### src/sv/mwcm_fifo.sv
// Small flip-flop queue with occupancy count.
module mwcm_fifo #(
    parameter int WIDTH = 8,
    parameter int DEPTH = 4
) (
    input  logic                       i_clk,
    input  logic                       i_rst_n,
    input  logic                       i_push,
    input  logic [WIDTH-1:0]           i_data,
    input  logic                       i_pop,
    output logic [WIDTH-1:0]           o_data,
    output logic                       o_full,
    output logic                       o_empty,
    output logic [$clog2(DEPTH+1)-1:0] o_count
);
    localparam int PW = $clog2(DEPTH);
    localparam int CW = $clog2(DEPTH+1);

    logic [WIDTH-1:0] r_mem [DEPTH];
    logic [PW-1:0]    r_wr;
    logic [PW-1:0]    r_rd;
    logic [CW-1:0]    r_count;

    always_ff @(posedge i_clk) begin
        if (!i_rst_n) begin
            r_wr    <= '0;
            r_rd    <= '0;
            r_count <= '0;
        end else begin
            if (i_push) begin
                r_wr <= r_wr + 1'b1;
            end
            if (i_pop) begin
                r_rd <= r_rd + 1'b1;
            end
            if (i_push && !i_pop) begin
                r_count <= r_count + 1'b1;
            end else if (i_pop && !i_push) begin
                r_count <= r_count - 1'b1;
            end
        end
    end

    always_ff @(posedge i_clk) begin
        if (i_push) begin
            r_mem[r_wr] <= i_data;
        end
    end

    assign o_data  = r_mem[r_rd];
    assign o_count = r_count;
    assign o_full  = (r_count == CW'(DEPTH));
    assign o_empty = (r_count == '0);
endmodule

### config.mk
export PLATFORM = sky130hd
export DESIGN_NAME = mwcm_fifo
export DESIGN_NICKNAME = d
export VERILOG_FILES = /design/src/sv/mwcm_fifo.sv
export SDC_FILE = /design/constraint.sdc
export NUM_CORES = 1
export LEC_CHECK = 0
export BUFFER_PORTS_ARGS = -buffer_cell sky130_fd_sc_hd__buf_2
export CORE_ASPECT_RATIO = 1.5
export CORE_UTILIZATION = 40
export CTS_CLUSTER_SIZE = 40
export DETAILED_ROUTE_END_ITERATION = 16
export GPL_TIMING_DRIVEN = 0
export SETUP_SLACK_MARGIN = 0.3
export SYNTH_ARGS = -nofsm -noshare
export SYNTH_HDL_FRONTEND = slang
export SYNTH_SLANG_ARGS = --single-unit
### constraint.sdc
create_clock -name i_clk -period 1.4 [get_ports i_clk]
set_clock_uncertainty 0.05 [all_clocks]
set_input_delay 0.14 -clock i_clk [delete_from_list [all_inputs] [get_ports i_clk]]
set_output_delay 0.14 -clock i_clk [all_outputs]
set_load 0.02 [all_outputs]
After elaboration in Yosys (flattened, before gate mapping)
Memory sizes are Yosys's and may differ from the RTL's. A register that Yosys moved wholly into a read port is not among the register bits.
Index checks and enable logic that the tools add are counted.
{"block": "totals", "regBits": 7, "mem_bits_rw": 32, "input_bits": 12, "out_inout_bits": 13, "elab_cells": 21, "mem_count": 1}
{"name": "r_mem", "words": 4, "width": 8, "read_ports": 1, "rd_clocked_by_memory_dff": 1, "write_ports": 1, "line": "19", "rtl": "logic [WIDTH-1:0] r_mem [DEPTH];"}
{"block": "classes", "add_sub_neg": 4, "n_eq_ne": 1, "n_mux": 6, "n_reduce_logical": 6}
{"op": "2-to-1 mux 3 bit", "n": 2}
{"op": "adder 2 x 1 -> 2 bit (second input constant)", "n": 2}
{"op": "2-to-1 mux 2 bit", "n": 2}
{"op": "adder 3 x 1 -> 3 bit (second input constant)", "n": 1}
{"op": "== test 3 bit (second input constant)", "n": 1}
{"op": "logical NOT 3 bit", "n": 1}
{"op": "subtractor 3 x 1 -> 3 bit (second input constant)", "n": 1}
{"op": "logical AND 1 bit", "n": 2}
{"op": "logical NOT 1 bit", "n": 2}
{"op": "2-to-1 mux 1 bit", "n": 2}
{"op": "nonzero test 2 bit", "n": 1}

Longest topological paths before layout
Gate-level depths: netlist (run 1).
{"block": "depth", "word_depth": 4, "depth_mapped": 7, "depth_no_buf": 7}

Least setup slack after synthesis (run 1)
Ideal clock, no wire load.
{"block": "synth_timing", "path_type": "register to register", "from": "register r_count[0] (netlist: o_count[0])", "to": "register r_count[2] (netlist: o_count[2])", "setup_time_ps": 70, "arrival_time_ps": 1439, "path_slack_ps": -158, "stages_incl_launch_ff": 5, "synth_period_minus_slack_ps": 1558, "cell_sequence": "dfxtp_1 fa_1 xor2_1 or3_1 a21boi_1"}
{"block": "synth_between", "elab_chain_len": 3, "word_cells_on_any_way": 4}
{"item": "start, declared", "line": "22", "rtl": "logic [CW-1:0] r_count;"}
{"item": "start signal, assigned", "line": "37", "rtl": "r_count <= r_count + 1'b1;"}
{"item": "start signal, assigned", "line": "39", "rtl": "r_count <= r_count - 1'b1;"}
{"item": "subtractor 3 x 1 -> 3 bit", "line": "39"}
{"item": "2-to-1 mux 3 bit", "line": "38", "rtl": "end else if (i_pop && !i_push) begin"}
{"item": "2-to-1 mux 3 bit *", "line": "36", "rtl": "if (i_push && !i_pop) begin"}
Mark *: on every way between the ends. The rest lies on a longest branch, timed or not. The select of a mux whose other input is x is not followed.
A chain may end at the register's enable or synchronous reset.

==> results of run 1 <==
## final cells by class
type                    count  area (µm²)
plain buffers               2        25.0
clock buffers               5        68.8
clock inverters             3        17.5
fillers                   302        1630
inverters                   4        22.5
multi-input cells          38         526
flip-flops and latches     41        1160
well taps                  43        53.8
repair buffers             30         250
## critical path, stage by stage, from the launching register on
cell and delay, ns:
dfxtp_2 0.34, buf_12 0.14, mux4_2 0.52, buf_6 0.15
## repair_timing
action                                  in CTS  in global routing
hold buffers                                 1                  0
endpoints found under the hold margin        4                  0
gates resized for setup                     31                 18
pin swaps                                    0                  4
setup buffers                                3                  2
endpoints found under the setup margin      44                 46
## Yosys cell counts
| library cell | count | area, µm² |
|---|---|---|
| nor3b_1 | 1 | 7.51 |
| or3_1 | 1 | 6.26 |
| mux2i_1 | 2 | 20.0 |
| mux4_2 | 8 | 180 |
| dfxtp_1 | 9 | 180 |
| ha_1 | 5 | 62.6 |
| nand2_1 | 1 | 3.75 |
| nor2b_1 | 2 | 12.5 |
| fa_1 | 1 | 20.0 |
| buf_6 | 1 | 11.3 |
| xor2_1 | 3 | 26.3 |
| clkbuf_2 | 1 | 5.00 |
| inv_1 | 4 | 15.0 |
| and2_1 | 9 | 56.3 |
| edfxtp_1 | 32 | 961 |
| nor3_1 | 1 | 5.00 |
| xnor2_1 | 2 | 17.5 |
| o21ai_0 | 1 | 5.00 |
| a21boi_1 | 1 | 7.51 |
## registers in the layout, indices dropped and copies added, names as in the netlist, named ones only
register and count:
r_wr 2, r_mem 32, r_rd 2, o_count 3
## routing by layer
layer  track usage  wire length, µm  vias up
li1              -                -      392
met1         0.140              936      384
met2         0.246             1430       22
met3        0.0495              117        7
met4         0.103               78        0
met5             0                0        -
## power breakdown
| part | leakage (nW) | switching, mW | internal [mW] |
|---|---|---|---|
| clock | 0.0439 | 0.385 | 0.343 |
| combinational | 0.351 | 0.270 | 0.313 |
| sequential | 0.371 | 0.0463 | 1.40 |
## stage by stage
| stage | instance area, µm² | TNS (ns) | util | power, mW | std cells |
|---|---|---|---|---|---|
| after floorplan | 1640 | 0 | - | 1.74 | 85 |
| after global placement | 1810 | -0.163 | 0.483 | 1.86 | 152 |
| after detailed placement | 1810 | -0.243 | 0.483 | 1.87 | 152 |
| after CTS | 2020 | -1.92 | 0.539 | 2.72 | 164 |
| after global routing | 2120 | -2.25 | 0.566 | 2.89 | 166 |
| final | 2120 | -1.73 | 0.566 | 2.75 | 166 |
## worst max path at each step
stage / end / slack, ns / cells after the start
final: o_data[2] / -0.23 / 3
after floorplan: o_count[2]$_SDFFE_PN0P_ / 0.03 / 4
after global placement: o_count[2]$_SDFFE_PN0P_ / -0.16 / 7
after CTS: o_data[2] / -0.25 / 3
after detailed placement: o_count[2]$_SDFFE_PN0P_ / -0.24 / 7
after global routing: o_data[2] / -0.28 / 3
## cell families after synthesis
group | Yosys count | share of synthesized area
DFF | 41 | 0.712
and+or+nand+nor | 15 | 0.0570
muxes | 10 | 0.125
buffers and inverters | 6 | 0.0195
adders and majority gates | 6 | 0.0515
xor gates and xnor gates | 5 | 0.0273
AOI/OAI and AO/OA | 2 | 0.00781
==> results.md, run 1 <==
- VDD IR max: roughly 0.00084 V
- Slew at the pin with the worst max-slew slack: around 0.23 ns
- Root buf cell: clkbuf_8
- Die Area: roughly 4300 µm²
- Max_cap viols: 0
- CTS Sinks: ~40
- Share of layout cells above drive strength 1: 0.569
- Post-DR vias/cell: 4.85
- Arr. time, crit path: 1.44 ns
- WL final: 2.56 mm
- DR vias: 805
- Mapped Cells: 85
- Die width: between 50 and 60 µm
- Antenna Diode Count: 0
- Cell Pwr Density: about 1300 nW/µm²
- Launching point of the worst reg2reg path: o_count[1]$_SDFFE_PN0P_
- F_max: 0.615 GHz
- Failing checks: negative setup slack
- Status: complete, but fails checks
- CP max FO: 8
- Placement Setup Slack: -0.243 ns
- Setup violations, final: 9
- Fin crit period: between 1.5 and 2 ns
- TritonCTS clock tree: built
- Hold wc startpoint: i_data[3]
- Leakage: ~0.77 nW
- DRC violations left: 0
- Post-DP HPWL: 1.60 mm
- Final nets: 140
- Clock Latency Late Sink: approximately 0.28 ns
- GRT Total Usage: 0.146
- WHS: roughly 0.013 ns
- First-pass GRT wire length: 4.05 mm
- CP endpoint kind: output port
- Clk slew on worst S/H paths: 0.07 ns
- First-pass iteration count of the detailed router: 4
- Sequential area share after synthesis: 0.712
- Average wire per standard cell: roughly 15 µm
- Grt ovf: 0
- Crit Path Category: register to output port
- Core Box Area: roughly 3700 µm²
- Commonest non-fill, non-tap cell in the layout: edfxtp_1
- Die H: between 70 and 80 µm
- RSZ-0062 raised after global routing: true
- Hold path cells: 1
- Final setup margin: -0.225 ns
- Starting Density: 0.427
- Mean post-synth cell area: about 19 µm²
- Fin crit share: 1.16
- Synthesized area: 1600 µm²
- H-tree Lvls: 2
- WHS Endpoint: r_mem[2][3]$_DFFE_PP_
- Clk buf depth: 2
- Slew Limit Headroom: 0.844
- Area growth, synth to finish: 32.4%
- Yosys reg bits: 41
- Io pins: 25
- Cell variety after synth: 19
- Vias in the first global route: between 800 and 900
- Syn Nets: 103
- TritonCTS Buffers: 5
- Initial drt markers: 8
- Syn. warnings: 0
- CP startpoint kind: register
- Commonest cells after routing, fill and taps aside: 32 x edfxtp_1, 14 x buf_6, 12 x buf_2
- WP data required: 1.21 ns
- Reg-to-reg slack, setup: -0.03 ns
- Routability cong.: ~0.63
- Pins Over Slew Limit: 0
- Final Hold Vio Count: 0
- Routed Antenna Nets: 0
- # rows: 27
- R2R Path End: o_count[2]$_SDFFE_PN0P_
- Worst Reg-to-Reg Cells: 4
- Hold Crit Class: primary input to register
- Initial antenna violation count: 0
- Largest net degree at the start of global routing: 14
- PortBufs: 24
(Power assumes the default switching activity.)
==> run 2: changes to the inputs <==
CORE_ASPECT_RATIO = 0.8   (was 1.5)
CORE_UTILIZATION = 25   (was 40)
PLACE_DENSITY = 0.43   (was unset)
==> run 2 against run 1 <==
Against the previous run: the run still ends with negative setup slack left; non-clock buffer count rose by 4; combinational power rose by 5.0%; global-route usage fell by 4.5 points; worst hold slack got worse by 0.0042 ns; cell area rose by 5.9%; critical path depth did not move; core utilization fell by 19 points; clock power rose by 32%; largest power group unchanged; sequential power barely moved; total power rose by 9.6%; via count rose by 6.2%.
==> results.md, run 2 (same netlist as run 1, synthesis figures left out) <==
- Final setup margin: -0.254 ns (-0.0293 ns)
- Fin crit period: 1.65 ns (+0.0293 ns)
- Final nets: 144 (+2.9%)
- Post-DR vias/cell: 4.11 (-15%)
- Average wire per standard cell: 14.5 µm (-6.3%)
- Slew at the pin with the worst max-slew slack: 0.266 ns (+0.0322 ns)
- Commonest non-fill, non-tap cell in the layout: edfxtp_1
- Starting Density: 0.265 (-0.162)
- TritonCTS clock tree: built
- Post-DP HPWL: 1.85 mm (+16%)
- Cell Pwr Density: 1340 nW/µm² (+3.5%)
- DR vias: 855 (+6.2%)
- Routed Antenna Nets: 0 (unchanged)
- Status: complete, but fails checks
- VDD IR max: 0.000487 V (-42%)
- Clock Latency Late Sink: 0.30 ns (+0.02 ns)
- Grt ovf: 0 (unchanged)
- DRC violations left: 0 (unchanged)
- Hold Crit Class: primary input to register
- WHS: 0.00851 ns (-0.00417 ns)
- # rows: 25 (-7.4%)
- Core Box Area: 6040 µm² (+61%)
- Routability cong.: 0.676 (+7.9%)
- H-tree Lvls: 2 (unchanged)
- Max reg flops: 32 (unchanged)
- Clk slew on worst S/H paths: 0.08 ns (about the same)
- Leakage: 0.801 nW (+4.6%)
- Fin crit share: 1.18 (+0.0210)
- First-pass iteration count of the detailed router: 2 (-2)
- Share of layout cells above drive strength 1: 0.559 (-0.0101)
- Initial antenna violation count: 0 (unchanged)
- Commonest cells after routing, fill and taps aside: 32 x edfxtp_1, 16 x buf_6, 12 x buf_2
- First-pass GRT wire length: 4.69 mm (+16%)
- CTS Sinks: 41 (unchanged)
- Area growth, synth to finish: 40.2%
- Die H: 73.6 µm (-7.4%)
- CP startpoint kind: register
- Root buf cell: clkbuf_8
- PortBufs: 24 (unchanged)
- Io pins: 25 (unchanged)
- Largest Register: r_mem
- WL final: 3.01 mm (+17%)
- Setup violations, final: 9 (unchanged)
- CP endpoint kind: output port
- CP max FO: 8 (unchanged)
- Failing checks: negative setup slack
- Arr. time, crit path: 1.46 ns (+0.02 ns)
- GRT Total Usage: 0.100 (-0.0452)
- Fin util: 0.372 (-0.194)
- Largest net degree at the start of global routing: 15 (+1)
- Max_cap viols: 0 (unchanged)
- TritonCTS Buffers: 5 (unchanged)
- Die Area: 6740 µm² (+58%)
- Pins Over Slew Limit: 0 (unchanged)
- Fill cells: 579 (+92%)
- Initial drt markers: 30 (+22)
- F_max: 0.604 GHz (-1.8%)
- Clk buf depth: 2 (unchanged)
- Vias in the first global route: 917 (+4.2%)
- Final Hold Vio Count: 0 (unchanged)
- WP data required: 1.21 ns (about the same)
- RSZ-0062 raised after global routing: true
- Die width: 91.5 µm (+70%)
- Antenna Diode Count: 0 (unchanged)
- Crit Path Category: register to output port
- Slew Limit Headroom: 0.823 (-0.0215)
[run 2: worst paths after layout]
| kind | start | to | slack [ns] | cells after the start |
|---|---|---|---|---|
| min | i_data[3] | r_mem[1][3]$_DFFE_PP_ | 0.009 | 1 |
| min reg2reg | o_count[2]$_SDFFE_PN0P_ | o_count[2]$_SDFFE_PN0P_ | 0.49 | 2 |
| max reg2reg | o_count[1]$_SDFFE_PN0P_ | o_count[2]$_SDFFE_PN0P_ | -0.01 | 4 |
| max | register | o_data[6] | -0.25 | 3 |
[run 2: metrics by stage]
step / instances / setup TNS (ns) / power, mW / instance area [µm²] / setup WS (ns)
2_1_floorplan: 85 / 0 / 1.74 / 1640 / 0.0253
3_3_place_gp: 190 / -0.166 / 1.87 / 1860 / -0.166
3_5_place_dp: 190 / -0.206 / 1.88 / 1860 / -0.206
4_1_cts: 205 / -2.06 / 3.00 / 2200 / -0.269
5_1_grt: 208 / -2.39 / 3.14 / 2250 / -0.305
6_report: 208 / -1.91 / 3.02 / 2250 / -0.254
[run 2: what timing repair did]
item | 4_1_cts | 5_1_grt
pin swaps | 5 | 5
setup endpoints to repair | 44 | 47
hold buffers | 3 | 1
endpoints found under the hold margin | 12 | 3
setup buffers | 4 | 2
resized for setup | 45 | 6
[run 2: critical path, cell delays in order, from the launching register on]
cell and delay [ns]:
dfxtp_2 0.34, buf_12 0.14, mux4_2 0.53, buf_6 0.15
[run 2: power breakdown]
group          internal, mW  total (mW)  switching, mW
clock                 0.533       0.963          0.430
sequential             1.39        1.44         0.0472
combinational         0.332       0.612          0.280
[run 2: area by class of cell]
| cell class | count | area, µm² | area share |
|---|---|---|---|
| buffer | 2 | 25.0 | 0.0111 |
| clock buffer | 5 | 68.8 | 0.0306 |
| clock inverter | 3 | 46.3 | 0.0206 |
| inverter | 4 | 22.5 | 0.0100 |
| multi-input combinational | 38 | 529 | 0.236 |
| sequential | 41 | 1160 | 0.516 |
| tap | 81 | 101 | 0.0451 |
| timing repair buffer | 34 | 295 | 0.131 |
[run 2: metal layers]
metal / share of wire / track usage / up-vias
met5: 0 / 0 / -
met4: 0.024 / 0.0635 / 0
met3: 0.034 / 0.0311 / 8
met2: 0.50 / 0.165 / 16
met1: 0.44 / 0.116 / 433
li1: - / - / 398
